==> config.mk <==
export PLATFORM = sky130hd
export DESIGN_NAME = periodic_interval_timer_array
export DESIGN_NICKNAME = d
export VERILOG_FILES = /design/src/rtl/pita_pkg.sv /design/src/rtl/periodic_interval_timer_array.sv
export VERILOG_INCLUDE_DIRS = /design/src /design/src/rtl
export SDC_FILE = /design/constraint.sdc
export NUM_CORES = 1
export LEC_CHECK = 0
export ABC_AREA = 1
export BUFFER_PORTS_ARGS = -buffer_cell sky130_fd_sc_hd__buf_2
export CORE_MARGIN = 2
export CORE_UTILIZATION = 62
export DETAILED_ROUTE_END_ITERATION = 8
export PLACE_DENSITY = 0.77
export SLEW_MARGIN = 15
export SYNTH_ARGS = -nofsm -noshare
export SYNTH_HDL_FRONTEND = slang
export SYNTH_SLANG_ARGS = --single-unit
==> constraint.sdc <==
create_clock -name clk -period 10.45 [get_ports clk]
set_input_delay 1.045 -clock clk [delete_from_list [all_inputs] [get_ports clk]]
set_output_delay 1.045 -clock clk [all_outputs]
set_load 0.1 [all_outputs]
==> src/rtl/periodic_interval_timer_array_assert.svh <==
// Assertion macros shared by the timer array RTL.
`ifndef PERIODIC_INTERVAL_TIMER_ARRAY_ASSERT_SVH
`define PERIODIC_INTERVAL_TIMER_ARRAY_ASSERT_SVH

// Same-cycle implication, checked on every clock edge outside reset.
`define PITA_ASSERT_SAME(lbl, pre, post, msg) \
    lbl: assert property (@(posedge clk) disable iff (!rst_n) (pre) |-> (post)) \
        else $error(msg);

// Next-cycle implication, checked on every clock edge outside reset.
`define PITA_ASSERT_NEXT(lbl, pre, post, msg) \
    lbl: assert property (@(posedge clk) disable iff (!rst_n) (pre) |=> (post)) \
        else $error(msg);

`endif

==> src/rtl/pita_pkg.sv <==
// Package with the sizes, codes and helpers of the periodic interval timer array.
`timescale 1ns / 1ps
`default_nettype none

package pita_pkg;

    localparam int NUM_TIMERS = 8;
    localparam int CNT_W      = 24;
    localparam int IDX_W      = (NUM_TIMERS > 1) ? $clog2(NUM_TIMERS) : 1;
    localparam int TIDX_W     = 16;
    localparam int IVL_W      = 24;
    localparam int EXT_W      = 33;

    localparam logic [CNT_W-1:0] CNT_MAX  = {CNT_W{1'b1}};
    localparam logic [IDX_W-1:0] LAST_IDX = IDX_W'(NUM_TIMERS - 1);

    typedef enum logic [1:0] {
        CMD_TICK  = 2'd0,
        CMD_START = 2'd1,
        CMD_STOP  = 2'd2,
        CMD_QUERY = 2'd3
    } cmd_t;

    typedef enum logic [3:0] {
        S_IDLE   = 4'b0001,
        S_EXEC   = 4'b0010,
        S_SWEEP  = 4'b0100,
        S_FINISH = 4'b1000
    } state_t;

    typedef struct packed {
        logic [CNT_W-1:0] interval;
        logic [CNT_W-1:0] count;
    } entry_t;

    // Clamp a start interval to the counter range; zero becomes one.
    function automatic logic [CNT_W-1:0] load_value(input logic [IVL_W-1:0] ivl);
        logic [EXT_W-1:0] ext;
        logic [CNT_W-1:0] v;
        ext = EXT_W'(ivl);
        if (ext > EXT_W'(CNT_MAX))
            v = CNT_MAX;
        else
            v = CNT_W'(ext);
        if (v == '0)
            v = CNT_W'(1);
        return v;
    endfunction

endpackage

`default_nettype wire

==> src/rtl/periodic_interval_timer_array.sv <==
// Top level of the periodic interval timer array with its timer memory.
//
//  channel   handshake               payload
//  command   start in, busy out      cmd, timer_index, interval_ticks
//  result    done out (one cycle)    expired
//
// Tick, start and stop keep busy high through the execute state; done follows.
// A query with no pending ticks does the same; otherwise it walks the timer memory,
// one entry per cycle through its single read port, then passes the finish state.
// The result strobe comes in the same cycle that busy drops; the next command may
// transfer in that same cycle. The result cannot be stalled.
// Reset clears all control state but the captured command payload; the memory needs
// no clearing because a per-timer running bit guards every read.
`timescale 1ns / 1ps
`default_nettype none

`include "periodic_interval_timer_array_assert.svh"

module periodic_interval_timer_array (
    input  wire logic                        clk,
    input  wire logic                        rst_n,
    input  wire logic                        start,
    output logic                             busy,
    input  wire logic [1:0]                  cmd,
    input  wire logic [pita_pkg::TIDX_W-1:0] timer_index,
    input  wire logic [pita_pkg::IVL_W-1:0]  interval_ticks,
    output logic                             done,
    output logic                             expired
);
    import pita_pkg::*;

    state_t                 state_reg, state_next;
    logic [IDX_W-1:0]       ptr_reg, ptr_next;
    logic [CNT_W-1:0]       pending_reg, pending_next;
    logic [CNT_W-1:0]       delta_reg, delta_next;
    logic [NUM_TIMERS-1:0]  running_reg, running_next;
    logic [NUM_TIMERS-1:0]  flag_reg, flag_next;
    logic                   done_reg, done_next;
    logic                   expired_reg, expired_next;

    cmd_t                   cmd_reg;
    logic [IDX_W-1:0]       idx_reg;
    logic                   idx_ok_reg;
    logic [IVL_W-1:0]       ivl_reg;

    entry_t                 mem [NUM_TIMERS];
    entry_t                 rdata_reg;
    logic                   mem_we;
    logic [IDX_W-1:0]       mem_waddr;
    entry_t                 mem_wdata;
    logic [IDX_W-1:0]       mem_raddr;

    logic                   accept;

    assign accept  = start && !busy;
    assign busy    = (state_reg != S_IDLE);
    assign done    = done_reg;
    assign expired = expired_reg;

    always_comb
    begin
        state_next   = state_reg;
        ptr_next     = ptr_reg;
        pending_next = pending_reg;
        delta_next   = delta_reg;
        running_next = running_reg;
        flag_next    = flag_reg;
        done_next    = 1'b0;
        expired_next = 1'b0;
        mem_we       = 1'b0;
        mem_waddr    = idx_reg;
        mem_wdata    = '{interval: load_value(ivl_reg), count: load_value(ivl_reg)};
        mem_raddr    = '0;

        case (state_reg)
            S_IDLE:
            begin
                if (accept)
                    state_next = S_EXEC;
            end
            S_EXEC:
            begin
                case (cmd_reg)
                    CMD_TICK:
                    begin
                        if (pending_reg != CNT_MAX)
                            pending_next = pending_reg + CNT_W'(1);
                        done_next  = 1'b1;
                        state_next = S_IDLE;
                    end
                    CMD_START:
                    begin
                        if (idx_ok_reg)
                        begin
                            mem_we                = 1'b1;
                            running_next[idx_reg] = 1'b1;
                            flag_next[idx_reg]    = 1'b0;
                        end
                        done_next  = 1'b1;
                        state_next = S_IDLE;
                    end
                    CMD_STOP:
                    begin
                        if (idx_ok_reg)
                            running_next[idx_reg] = 1'b0;
                        done_next  = 1'b1;
                        state_next = S_IDLE;
                    end
                    CMD_QUERY:
                    begin
                        if (pending_reg == '0)
                        begin
                            if (idx_ok_reg)
                            begin
                                expired_next       = flag_reg[idx_reg];
                                flag_next[idx_reg] = 1'b0;
                            end
                            done_next  = 1'b1;
                            state_next = S_IDLE;
                        end
                        else
                        begin
                            // Entry zero is read now and arrives in the first sweep cycle.
                            delta_next   = pending_reg;
                            pending_next = '0;
                            ptr_next     = '0;
                            mem_raddr    = '0;
                            state_next   = S_SWEEP;
                        end
                    end
                    default:
                    begin
                        done_next  = 1'b1;
                        state_next = S_IDLE;
                    end
                endcase
            end
            S_SWEEP:
            begin
                // The write goes to the current entry and the read to the next one, except at the
                // last entry, where both ports address the same entry.
                mem_waddr = ptr_reg;
                if (running_reg[ptr_reg])
                begin
                    mem_we = 1'b1;
                    if (rdata_reg.count <= delta_reg)
                    begin
                        mem_wdata          = '{interval: rdata_reg.interval,
                                               count: rdata_reg.interval};
                        flag_next[ptr_reg] = 1'b1;
                    end
                    else
                    begin
                        mem_wdata = '{interval: rdata_reg.interval,
                                      count: rdata_reg.count - delta_reg};
                    end
                end
                if (ptr_reg == LAST_IDX)
                begin
                    mem_raddr  = ptr_reg;
                    state_next = S_FINISH;
                end
                else
                begin
                    mem_raddr = ptr_reg + IDX_W'(1);
                    ptr_next  = ptr_reg + IDX_W'(1);
                end
            end
            S_FINISH:
            begin
                if (idx_ok_reg)
                begin
                    expired_next       = flag_reg[idx_reg];
                    flag_next[idx_reg] = 1'b0;
                end
                done_next  = 1'b1;
                state_next = S_IDLE;
            end
            default:
            begin
                state_next = S_IDLE;
            end
        endcase
    end

    always_ff @(posedge clk or negedge rst_n)
    begin
        if (!rst_n)
        begin
            state_reg   <= S_IDLE;
            ptr_reg     <= '0;
            pending_reg <= '0;
            delta_reg   <= '0;
            running_reg <= '0;
            flag_reg    <= '0;
            done_reg    <= 1'b0;
            expired_reg <= 1'b0;
        end
        else
        begin
            state_reg   <= state_next;
            ptr_reg     <= ptr_next;
            pending_reg <= pending_next;
            delta_reg   <= delta_next;
            running_reg <= running_next;
            flag_reg    <= flag_next;
            done_reg    <= done_next;
            expired_reg <= expired_next;
        end
    end

    // Command payload captured on a transfer.
    always_ff @(posedge clk)
    begin
        if (accept)
        begin
            cmd_reg    <= cmd_t'(cmd);
            idx_reg    <= timer_index[IDX_W-1:0];
            idx_ok_reg <= (timer_index < TIDX_W'(NUM_TIMERS));
            ivl_reg    <= interval_ticks;
        end
    end

    always_ff @(posedge clk)
    begin
        if (mem_we)
            mem[mem_waddr] <= mem_wdata;
        rdata_reg <= mem[mem_raddr];
    end

    `PITA_ASSERT_NEXT(a_accept_busy, accept, busy, "Transfer did not make the block busy")
    `PITA_ASSERT_SAME(a_expired_strobe, expired_reg, done_reg, "Expiry shown without a strobe")
    `PITA_ASSERT_NEXT(a_single_strobe, done_reg, !done_reg, "Result strobe lasted two cycles")
    `PITA_ASSERT_NEXT(a_sweep_end, (state_reg == S_SWEEP) && (ptr_reg == LAST_IDX),
        state_reg == S_FINISH, "Sweep did not finish after the last timer")
    `PITA_ASSERT_SAME(a_sweep_pending, state_reg == S_SWEEP, pending_reg == '0,
        "Pending ticks not cleared during a sweep")

endmodule

`default_nettype wire
## Word-level counts from Yosys, hierarchy flattened

Memory sizes are Yosys's and may differ from the RTL's. A register that Yosys moved wholly into a read port is not among the register bits.
Index checks and enable logic that the tools add are counted.

- Memories kept: 1
- Word-level logic and storage cells: 116
- Flip-flop bits (word level): 103
- RAM bits: 384

Memories:

| name | depth | width | read ports | clocked after Yosys merged registers in | wr ports | RTL line | source |
|---|---|---|---|---|---|---|---|
| mem | 8 | 48 | 1 | 1 | 1 | periodic_interval_timer_array.sv:46 | `entry_t mem [NUM_TIMERS];` |

- Reductions and logical operators: 18
- Equal/unequal tests: 22
- Muxes and demuxes: 48
- Add/sub/neg operators: 3
- Bitwise operators: 6
- Order comparisons: 6

Operators by type and width:

| operator | number |
|---|---|
| 2-to-1 mux 24 bit | 4 |
| 2-to-1 mux 48 bit | 2 |
| zero test 24 bit | 2 |
| 2-to-1 mux 8 bit | 6 |
| case mux 24 bit (2 select lines) | 1 |
| case mux 8 bit (2 select lines) | 2 |
| adder 24 x 1 -> 24 bit, second input constant | 1 |
| <= comparator 24 bit | 1 |
| != test 24 bit, second input constant | 1 |
| case mux 8 bit (3 select lines) | 1 |
| subtractor 24 bit | 1 |
| != test 2 bit, second input constant | 10 |
| 2-to-1 mux 3 bit | 6 |
| AND 8 bit | 2 |
| less-than comparator 16 x 4 -> 1 bit, second input constant | 1 |
| OR 8 bit | 2 |
| 2-to-1 mux 1 bit | 13 |
| case mux 4 bit (3 select lines) | 1 |
| less-than comparator 3 x 4 -> 1 bit, second input constant | 2 |
| 2-to-1 mux 4 bit | 2 |
| NOT 8 bit | 1 |
| case mux 1 bit (2 select lines) | 4 |
| case mux 4 bit (2 select lines) | 1 |
| AND reduction 4 bit | 2 |
| 25 further kinds | 34 |

## Depth between registers and ports, before layout

Gate-level depths: netlist of run 1.

- Word-level depth: 10
- Gate-level depth with buffers: 16
- Mapped depth without buffers: 15

## Least setup slack after synthesis of run 1

No wires, ideal clock.

- Path type: flip-flop to flip-flop
- Start point: register ptr_reg[0]
- End point: memory mem[2][0] in the netlist's numbering, enable pin
- Setup slack: 5.268 ns
- Library setup time: 0.513 ns
- Data required time: 9.937 ns
- Data arrival time: 4.669 ns
- Clock period less this slack: 5.182 ns
- Path buffers: 3
- Cell stages (with the launch flop): 13
- Cells stage by stage: dfrtp_1 buf_6 inv_2 buf_6 nand4_1 nand2_1 nor2_2 nand2_1 nand2_2 buf_4 nand2_1 inv_1 nor3_1

- Longest elaborated chain between the ends: 6

Ends and longest elaborated chain:

| element | RTL line | source |
|---|---|---|
| start, declared | periodic_interval_timer_array.sv:33 | `logic [IDX_W-1:0] ptr_reg, ptr_next;` |
| start signal, assigned | periodic_interval_timer_array.sv:202 | `ptr_reg <= ptr_next;` |
| binary-select mux 1 bit (select 3 bit) | periodic_interval_timer_array.sv:143 | `if (running_reg[ptr_reg])` |
| 2-to-1 mux 1 bit (not written as such) | periodic_interval_timer_array.sv:143 |  |
| 2-to-1 mux 1 bit | periodic_interval_timer_array.sv:143 |  |
| case mux 1 bit (2 select lines) | periodic_interval_timer_array.sv:75 | `case (state_reg)` |
| 2-to-1 mux 1 bit | periodic_interval_timer_array.sv:226 | `if (mem_we)` |
| 2-to-1 mux 1 bit (not written as such) | periodic_interval_timer_array.sv:227 | `mem[mem_waddr] <= mem_wdata;` |
| end, declared | periodic_interval_timer_array.sv:46 |  |

Several ways; a longest one is shown, not always the timed one. The select of a mux whose other input is x is not followed.

## Final worst setup path of run 1

- Start point: register ptr_reg[1]
- End point: register, netlist name rdata_reg[15]

- Longest elaborated chain between the ends: 3

Ends and longest elaborated chain:

| element | RTL line |
|---|---|
| adder 3 x 1 -> 3 bit or equality test 3 bit (tied branches) | periodic_interval_timer_array.sv:165, periodic_interval_timer_array.sv:158 |
| 2-to-1 mux 3 bit (*) (2 in series) | - |

Every way passes the cells marked *; elsewhere a longest branch is shown, timed or not.
A chain may end at the register's enable or synchronous reset.

==> summary.md, run 1 <==
| Metric | Value |
|---|---|
| Post-synthesis cell type count | `45` |
| CTS Buffer Depth | `3` |
| Synth Net Count | `roughly 2500` |
| Register area share after synthesis | `63.8%` |
| N_diodes | `0` |
| Synth Warn # | `0` |
| Worst Path Max Fanout | `between 80 and 90` |
| TritonCTS Sinks | `535` |
| CP max stage delay | `around 0.81 ns` |
| Max reg flops | `~380` |
| Run status | `complete, no violations` |
| Top post-synthesis cells by count | `495 x nand2_1, 414 x edfxtp_1, 412 x nor2_1` |
| CP arrival | `4.54 ns` |
| Static Leak | `around 0.010 uW` |
| Number of global-route vias before repair | `~16000` |
| Max-cap violations | `0` |
| Synthesized flop and latch total | `between 500 and 600` |
| DRT Pass-1 Iters | `7` |
| Post-route ant nets | `0` |
| Design Power | `between 4000 and 5000 uW` |
| Core area | `between 0.03 and 0.04 mm^2` |
| Worst Max-Slew Pin Slew | `around 1.0 ns` |
| Gr ovfl total | `0` |
| Hold Crit Class | `flip-flop to flip-flop` |
| Overall routing resource usage | `approximately 28%` |
| Die area | `between 0.04 and 0.05 mm^2` |
| I/O Buffers | `between 40 and 50` |
| Vias per inst | `roughly 5.7` |
| I/O pin count | `48` |
| Cts hold-fix bufs | `0` |
| CP max-delay cell | `buf_4` |
| Final max-slew violation count | `0` |
| Fin. Hold Viols | `0` |
| Final core utilization | `between 60 and 70%` |
| CP top delay family | `buffers and inverters` |
| Clock transition at path regs | `roughly 0.06 ns` |
| DP Cell Count | `roughly 2900` |
| FMAX | `between 200 and 250 MHz` |
| Final instance area | `between 0.02 and 0.03 mm^2` |
| Largest net degree at the start of global routing | `approximately 120` |
| Via count | `17100` |
| Setup bufs post-CTS | `0` |
| Slew Limit Headroom | `a little under a third` |
| Number of flops mapped to enable cells by yosys | `414` |
| Cell area after synthesis | `0.0239 mm^2` |
| Final HPWL DP | `roughly 33 mm` |
| RSZ-0062 raised after global routing | `false` |
| Yosys top cell area share | `between 50% and 60%` |
| Initial Util | `about 63%` |
| DRT iter0 DRCs | `between 1500 and 2000` |
| Die width | `200 um` |
| Share of synthesized registers carrying an async set or reset | `between 10% and 20%` |
| Worst clock skew | `approximately 0.018 ns` |
| Synth-to-Final Area Change | `9.27%` |
| Cell Count, Final, Fillers Out | `roughly 3000` |
| P per Cell Area | `182 mW/mm^2` |
| CP endpoint kind | `flip-flop` |
| Global-route wire length before repair | `88.0 mm` |
| Avg Cell Area, Syn | `approximately 9.9 um^2` |
| CP Launch Type | `flip-flop` |
| Area post-placement | `roughly 0.024 mm^2` |
| Drt wl/cell | `~19 um` |
| Post-CTS Resized | `0` |
| Final wirelength | `about 56 mm` |
| Cell taking the most area after synthesis | `edfxtp_1` |
| Final GP Congestion | `~0.93` |
| Tmin final | `4.01 ns` |
| Fin nets | `~2500` |
| Most common cell in the netlist | `nand2_1` |
| Top FF cell, synth | `edfxtp_1` |
| Critical path cell sequence | `ha_1, nand2_2, xor2_4, nor2_8, buf_4, buf_4, nor2_1, nor2_1, o21ai_1, o21ai_1, nand2_1, nand2_1` |
| Share of layout cells above drive strength 1 | `under 10%` |
| Worst skew pair latency | `a little over 0.6 ns` |
| Initial antenna violation count | `1` |
| WP buf/inv | `2` |
| Root Driver | `clkbuf_16` |
| Cell count after synthesis | `2400` |
| Die Y | `~200 um` |
| Synth area leaders | `edfxtp_1 52%, nand2_1 7.8%, dfrtp_1 7.6%` |
| Crit Path Class | `flip-flop to flip-flop` |
| Num rows | `71` |
| CTS tree | `built` |
| Critical Path RT | `10.99 ns` |
| CTS buffer count | `between 50 and 60` |
| Crit share post-route | `between 30% and 40%` |
| Setup TNS | `0 ns` |
| Worst vdd ir | `around 170 uV` |
| DRC | `0` |
| Htree depth | `2` |
| Setup violators final | `0` |
-- layout make-up --
class	count	area, um^2
fill	2787	11700
timing repair buffer	66	382
inverter	201	757
tap	511	639
clock buffer	75	1470
multi-input combinational	1565	7340
clock inverter	22	267
sequential	535	15200
-- worst min-delay path: stages (launching register included) --
cell	delay [ns]
dfrtp_1	0.34
nand2_1	0.05
o21ai_0	0.06
-- metrics by stage --
step,hold WS (ns),setup slack [ns]
finish,0.491,6.44
global route,0.520,6.16
CTS,0.492,6.49
detailed placement,0.474,6.52
global placement,0.475,6.67
floorplan,0.453,5.27
-- final timing paths --
kind	startpoint	to	slack, ns	cells past startpoint
max	ptr_reg[1]	rdata_reg[15]	6.44	12
min	delta_reg[9]	delta_reg[9]	0.49	2
max reg2reg	ptr_reg[1]	rdata_reg[15]	6.44	12
min reg2reg	delta_reg[9]	delta_reg[9]	0.49	2
max in group asynchronous	rst_n	delta_reg[10]	9.17	2
min in group asynchronous	rst_n	flag_reg[1]	0.67	2
-- cell families (layout without fill, tap and decap cells) --
family / Yosys count / in the layout / synth area share, %
AO/OA/AOI/OAI: 412 / 412 / 8.81
adder cells (fa/ha/maj): 28 / 28 / 1.50
XOR/XNOR: 34 / 34 / 1.33
AND/OR/NAND/NOR: 1091 / 1091 / 18.8
buffers and inverters: 300 / 364 / 5.77
flip-flops: 535 / 535 / 63.8
-- placed cells by master, fill, tap and decap left out, types with 2 or more instances in the layout --
master and n:
or2_1 7, nand2_4 2, nor2_4 6, o21ai_1 221, nand2_1 495, nand3_1 80
edfxtp_1 414, buf_4 18, nor2_1 405, inv_1 194, xor2_1 24, nand3b_1 4
nand3_2 2, nor3_2 5, xnor2_1 9, nor3_1 22, nor2_2 6, clkinv_1 7
dfxtp_1 48, or2_2 9, o21ai_2 4, and2_1 4, nor4_1 6, inv_2 6
nand2_2 7, dfrtp_1 72, ha_1 27, clkbuf_8 4, a21oi_1 33, clkinv_2 7
o21ai_0 147, clkbuf_16 54, clkbuf_1 17, buf_2 47, bufinv_16 5, nand4_1 27
-- where the power goes --
part | switching (uW) | internal (uW)
Sequential | 36.5 | 2410
Combinational | 301 | 90.3
Clock | 791 | 1100
-- layer usage --
layer	wire length, um	global-route usage, %
met2	26700	46.2
met3	4820	4.93
met5	10	0
met1	23100	38.0
met4	1440	10.0
Note: power is estimated with default switching activity, not from simulation.
==> run 2: changes to the inputs <==
--- a/config.mk
+++ b/config.mk
@@ -6,7 +6,7 @@
 export SDC_FILE = /design/constraint.sdc
 export NUM_CORES = 1
 export LEC_CHECK = 0
-export ABC_AREA = 1
+export ABC_AREA = 0
 export BUFFER_PORTS_ARGS = -buffer_cell sky130_fd_sc_hd__buf_2
 export CORE_MARGIN = 2
 export CORE_UTILIZATION = 62
==> constraint.sdc (replaced) <==
create_clock -name clk -period 3.8 [get_ports clk]
set_input_delay 0.38 -clock clk [delete_from_list [all_inputs] [get_ports clk]]
set_output_delay 0.38 -clock clk [all_outputs]
set_load 0.1 [all_outputs]
==> summary.md, run 2 <==
| Metric | Value |
|---|---|
| Run status | `complete, no violations` |
| CP max-delay cell | `o211ai_1` |
| Global-route wire length before repair | `slightly below 90 mm` |
| Final HPWL DP | `33.4 mm` |
| Critical Path RT | `roughly 4.1 ns` |
| CTS Buffer Depth | `3` |
| Area post-placement | `between 0.02 and 0.025 mm^2` |
| Commonest non-fill, non-tap cell in the layout | `nand2_1` |
| Cell taking the most area after synthesis | `edfxtp_1` |
| Share of synthesized registers carrying an async set or reset | `between 10% and 20%` |
| Final instance area | `0.0259 mm^2` |
| Max-cap violations | `0` |
| Most common cell in the netlist | `nand2_1` |
| Routing usage on met2 | `47.4%` |
| Number of flops mapped to enable cells by yosys | `414` |
| Static Leak | `0.00965 uW` |
| Critical path cell sequence | `ha_1, inv_1, fa_1, a211oi_1, o21ai_1, a31oi_1, a21oi_2, or2_1, buf_4, o211ai_1` |
| Synth Net Count | `2089` |
| DRT iter0 DRCs | `between 1500 and 2000` |
| Avg Cell Area, Syn | `11.2 um^2` |
| Overall routing resource usage | `roughly 30%` |
| Max reg flops | `between 300 and 400` |
| Via count | `about 16000` |
| DRC | `0` |
| Largest net degree at the start of global routing | `slightly below 90` |
| CTS buffer count | `53` |
| Design Power | `roughly 13000 uW` |
| Register area share after synthesis | `67.3%` |
| Fin. Hold Viols | `0` |
| N_diodes | `0` |
| CP top delay family | `compound AO/OA/AOI/OAI gates` |
| Worst vdd ir | `roughly 530 uV` |
| Final wirelength | `56.1 mm` |
| Clock transition at path regs | `0.06 ns` |
| Post-route ant nets | `0` |
| Vias per inst | `slightly above 6` |
| CP arrival | `3.73 ns` |
| Final core utilization | `around 72%` |
| Final max-slew violation count | `0` |
| Setup bufs post-CTS | `0` |
| DRT Pass-1 Iters | `5` |
| Fin nets | `approximately 2200` |
| Top post-synthesis cells by count | `576 x nand2_1, 414 x edfxtp_1, 266 x nand3_1` |
| Most heavily used metal layer in global routing | `met2` |
| Root Driver | `clkbuf_16` |
| Top FF cell, synth | `edfxtp_1` |
| Worst skew pair latency | `0.62 ns` |
| Synth Warn # | `0` |
| Hold Crit Class | `input port to flip-flop` |
| WP buf/inv | `2` |
| GRT met1 Usage | `approximately 42%` |
| Worst Path Max Fanout | `17` |
| Worst clock skew | `around 0.019 ns` |
| TritonCTS Sinks | `535` |
| Synth area leaders | `edfxtp_1 55%, nand2_1 9.6%, dfrtp_1 8.0%` |
| DP Worst Slack | `0.307 ns` |
| Share of layout cells above drive strength 1 | `between 10% and 20%` |
| Die area | `between 0.03 and 0.04 mm^2` |
| Worst Max-Slew Pin Slew | `~1.2 ns` |
| Synthesized flop and latch total | `~540` |
| Core area | `around 0.036 mm^2` |
| Final GP Congestion | `roughly 0.9` |
| Hold Slack | `between 0.05 and 0.06 ns` |
| CP endpoint kind | `flip-flop` |
| P per Cell Area | `487 mW/mm^2` |
| Htree depth | `2` |
| Drt wl/cell | `21.6 um` |
| Crit Path Class | `flip-flop to flip-flop` |
| Yosys top cell area share | `55.0%` |
| Crit share post-route | `between 80% and 90%` |
| Tmin final | `3.40 ns` |
| Setup violators final | `0` |
| I/O pin count | `48` |
| FMAX | `approximately 300 MHz` |
| Initial Util | `63.2%` |
| Initial antenna violation count | `0` |
| CP Launch Type | `flip-flop` |
| Number of global-route vias before repair | `roughly 16000` |
| I/O Buffers | `between 40 and 50` |
| Synth-to-Final Area Change | `14.4%` |
| RSZ-0062 raised after global routing | `false` |
| Most frequent cells in the layout | `574 x nand2_1, 414 x edfxtp_1, 266 x nand3_1` |
| Num rows | `69` |
| Gr ovfl total | `0` |
| Die width | `a little under 200 um` |
| Slew Limit Headroom | `around 18%` |
| Cell count after synthesis | `between 2000 and 2500` |
| CTS tree | `built` |
| GR Util met3 | `under 10%` |
| CP max stage delay | `between 0.4 and 0.5 ns` |
| Setup WS post-layout | `slightly above 0.4 ns` |
| Die Y | `195 um` |
| Post-synthesis cell type count | `73` |
| Cell area after synthesis | `0.0226 mm^2` |
run 2: cell types whose count changed after synthesis, sizes merged, moves of 17 or more:
cell,before,now
clkbuf,24,63
nand2,504,576
o21ai,373,121
xnor2,9,27
buf,75,50
nand3,83,267
xor2,25,8
nor2,418,58
inv,201,40
run 2: cells by family after synthesis:
family,share of synthesized area (%)
fa+ha+maj,1.58
buf+inv,2.93
flops,67.3
mux,0.188
simple gates,19.7
compound gates,6.88
xor+xnor,1.36
run 2: metal layers:
layer / part of all wire, % / wire (um)
met4: 3.0 / 1700
met1: 41 / 22700
met3: 8.8 / 4940
met2: 48 / 26700
met5: 0 / 0
run 2: final cells by class:
| class | count | area (um^2) |
|---|---|---|
| clock buffers | 66 | 1450 |
| clock inverters | 34 | 454 |
| fillers | 2363 | 9880 |
| inverters | 40 | 150 |
| multi-input cells | 1328 | 6840 |
| flip-flops and latches | 535 | 15200 |
| well taps | 461 | 577 |
| repair buffers | 131 | 1180 |
run 2: what timing repair did:
action                                  4_1_cts  5_1_grt
hold buffers                                 30        0
endpoints found under the setup margin        0        8
resized for setup                             0        1
hold endpoints to repair                     58        0
run 2: path summary, 6_finish.rpt:
check / startpoint / end / slack, ns / depth (start not counted)
worst max-delay path: delta_reg[0] / mem[6][3] / 0.40 / 10
worst min-delay path: timer_index[11] / idx_ok_reg / 0.06 / 2
worst max register to register: delta_reg[0] / mem[6][3] / 0.40 / 10
worst min register to register: delta_reg[0] / delta_reg[0] / 0.51 / 2
max in group asynchronous: rst_n / state_reg[0] / 2.58 / 3
min in group asynchronous: rst_n / async pin / 0.37 / 2
run 2: worst reg2reg max path: stages (launching register included):
cell      delay [ns]
dfrtp_1         0.35
ha_1            0.17
inv_1           0.06
fa_1            0.42
a211oi_1        0.34
o21ai_1         0.19
a31oi_1         0.26
a21oi_2         0.15
or2_1           0.41
buf_4           0.29
o211ai_1        0.50
run 2: per-stage QoR:
| stage | std cells | TNS (ns) |
|---|---|---|
| floorplan | 2016 | -86.39 |
| global placement | 2465 | 0 |
| detailed placement | 2465 | 0 |
| CTS | 2595 | 0 |
| global route | 2595 | 0 |
| finish | 2595 | 0 |
run 2: power by group:
part           internal [uW]  switching [uW]
clock                   3330            2260
sequential              6440            67.0
combinational            143             368
==> run 3: changes to the inputs <==
--- a/config.mk
+++ b/config.mk
@@ -7,12 +7,11 @@
 export NUM_CORES = 1
 export LEC_CHECK = 0
 export ABC_AREA = 0
-export BUFFER_PORTS_ARGS = -buffer_cell sky130_fd_sc_hd__buf_2
 export CORE_MARGIN = 2
 export CORE_UTILIZATION = 62
 export DETAILED_ROUTE_END_ITERATION = 8
-export PLACE_DENSITY = 0.77
-export SLEW_MARGIN = 15
+export DONT_BUFFER_PORTS = 1
+export PLACE_DENSITY = 0.76
 export SYNTH_ARGS = -nofsm -noshare
 export SYNTH_HDL_FRONTEND = slang
 export SYNTH_SLANG_ARGS = --single-unit
==> constraint.sdc (replaced) <==
create_clock -name clk -period 3.8 [get_ports clk]
set_input_delay 0.76 -clock clk [delete_from_list [all_inputs] [get_ports clk]]
set_output_delay 0.76 -clock clk [all_outputs]
set_load 0.1 [all_outputs]
==> summary.md, run 3 (same netlist as run 2, synthesis figures left out) <==
| Metric | Value |
|---|---|
| Crit Path Class | `flip-flop to flip-flop` |
| Final instance area | `0.0252 mm^2` |
| Setup WS post-layout | `0.274 ns` |
| Final HPWL DP | `between 30 and 40 mm` |
| Hold Crit Class | `input port to async pin` |
| I/O Buffers | `0` |
| DP Worst Slack | `roughly 0.35 ns` |
| Vias per inst | `6.26` |
| Worst skew pair latency | `between 0.6 and 0.7 ns` |
| Number of global-route vias before repair | `15200` |
| Crit share post-route | `slightly above 90%` |
| Worst clock skew | `between 0.03 and 0.04 ns` |
| Max-cap violations | `0` |
| Core area | `approximately 0.036 mm^2` |
| Tmin final | `about 3.5 ns` |
| Max reg flops | `around 380` |
| Root Driver | `clkbuf_16` |
| Fill count | `2453` |
| Htree depth | `2` |
| Fin nets | `2093` |
| Static Leak | `slightly above 0.009 uW` |
| DRT iter0 DRCs | `1566` |
| Initial antenna violation count | `1` |
| Final GP Congestion | `around 0.90` |
| CTS Buffer Depth | `3` |
| Multi-input gate area | `0.00684 mm^2` |
| Setup violators final | `0` |
| Most frequent cells in the layout | `574 x nand2_1, 414 x edfxtp_1, 266 x nand3_1` |
| Worst r2r path cells | `10` |
| RSZ-0062 raised after global routing | `false` |
| Share of layout cells above drive strength 1 | `about 8.6%` |
| Via count | `15800` |
| Setup TNS | `0 ns` |
| Run status | `complete, no violations` |
| Clock transition at path regs | `roughly 0.060 ns` |
| Setup bufs post-CTS | `0` |
| Post-route ant nets | `0` |
| CTS buffer count | `52` |
| DRC | `0` |
| I/O pin count | `between 40 and 50` |
| DRT Pass-1 Iters | `6` |
| FMAX | `284 MHz` |
| Worst vdd ir | `between 400 and 500 uV` |
| Slew Limit Headroom | `a little over a fifth` |
| TritonCTS Sinks | `between 500 and 600` |
| Reg area | `approximately 0.015 mm^2` |
| Area post-placement | `between 0.02 and 0.025 mm^2` |
| Gr ovfl total | `0` |
| Overall routing resource usage | `29.1%` |
| Final max-slew violation count | `0` |
| Cell Count, Final, Fillers Out | `about 2500` |
| Die area | `between 0.03 and 0.04 mm^2` |
| Worst Path Max Fanout | `16` |
| Fin. Hold Viols | `0` |
| CTS tree | `built` |
| Hold Slack | `0.0376 ns` |
| Largest net degree at the start of global routing | `around 160` |
| Die width | `~190 um` |
| Die Y | `approximately 200 um` |
| Global-route wire length before repair | `between 80 and 90 mm` |
| CP Launch Type | `flip-flop` |
| CP arrival | `about 3.8 ns` |
| Initial Util | `a little over three fifths` |
| Final wirelength | `approximately 54 mm` |
| N_diodes | `0` |
| Critical Path RT | `4.05 ns` |
| Reg-to-Reg Start | `delta_reg[0]` |
| Synth-to-Final Area Change | `11.5%` |
| Worst Max-Slew Pin Slew | `between 1 and 1.5 ns` |
| Drt wl/cell | `roughly 22 um` |
| Commonest non-fill, non-tap cell in the layout | `nand2_1` |
| CP endpoint kind | `flip-flop` |
| Worst r2r dst | `mem[7][6]` |
| P per Cell Area | `about 480 mW/mm^2` |
| Num rows | `just under 70` |
| DP Cell Count | `2426` |
| Worst R2R Setup Slack | `approximately 0.27 ns` |
==> run 3: final cells by class <==
cell class              instances  share of cell area [%]
clock inverters                22                   0.943
flip-flops and latches        535                    60.4
multi-input cells            1328                    27.1
inverters                      40                   0.596
clock buffers                  76                    5.84
repair buffers                 63                    2.80
well taps                     461                    2.29
==> run 3: critical path, stage by stage (launching register included) <==
cell and delay, ns:
dfrtp_1 0.39, ha_1 0.22, inv_1 0.08, fa_1 0.22
a211oi_1 0.11, o21ai_1 0.29, a31oi_1 0.23, a21oi_2 0.32
nor2_2 0.08, buf_4 0.21, o311ai_0 1.00
==> run 3: timing repair <==
| item | 4_1_cts | 5_1_grt |
|---|---|---|
| hold endpoints to repair | 73 | 0 |
| endpoints found under the setup margin | 0 | 16 |
| gates resized for setup | 0 | 2 |
| hold buffers | 1 | 0 |
==> run 3: power by group <==
part,internal [uW],switching (uW)
clock network,2910,2190
logic,110,336
registers,6440,78.9
total,9450,2600
==> run 3: worst max-delay path by stage <==
stage,start,end,slack (ns),depth (start not counted)
global placement,ptr_reg[0],mem[6][23],0.54,5
CTS,delta_reg[0],mem[5][8],0.30,10
finish,delta_reg[0],mem[7][6],0.27,10
global route,delta_reg[0],mem[4][6],0.006,10
floorplan,state_reg[2],mem[7][0],-0.23,5
detailed placement,delta_reg[0],mem[7][8],0.35,10
==> run 3: routing by layer <==
metal	wire, um	up-vias	GRT usage [%]
met2	25800	742	46.4
met4	1370	0	9.33
met1	22500	7738	41.3
met5	0	-	0
li1	-	7217	-
met3	4710	115	5.07
==> run 3: per-stage QoR <==
step | utilization [%] | power [uW]
2_1_floorplan | - | 6880
6_report | 70.5 | 12100
5_1_grt | 70.5 | 12400
3_5_place_dp | 65.7 | 7060
4_1_cts | 70.5 | 12100
3_3_place_gp | 65.7 | 7040
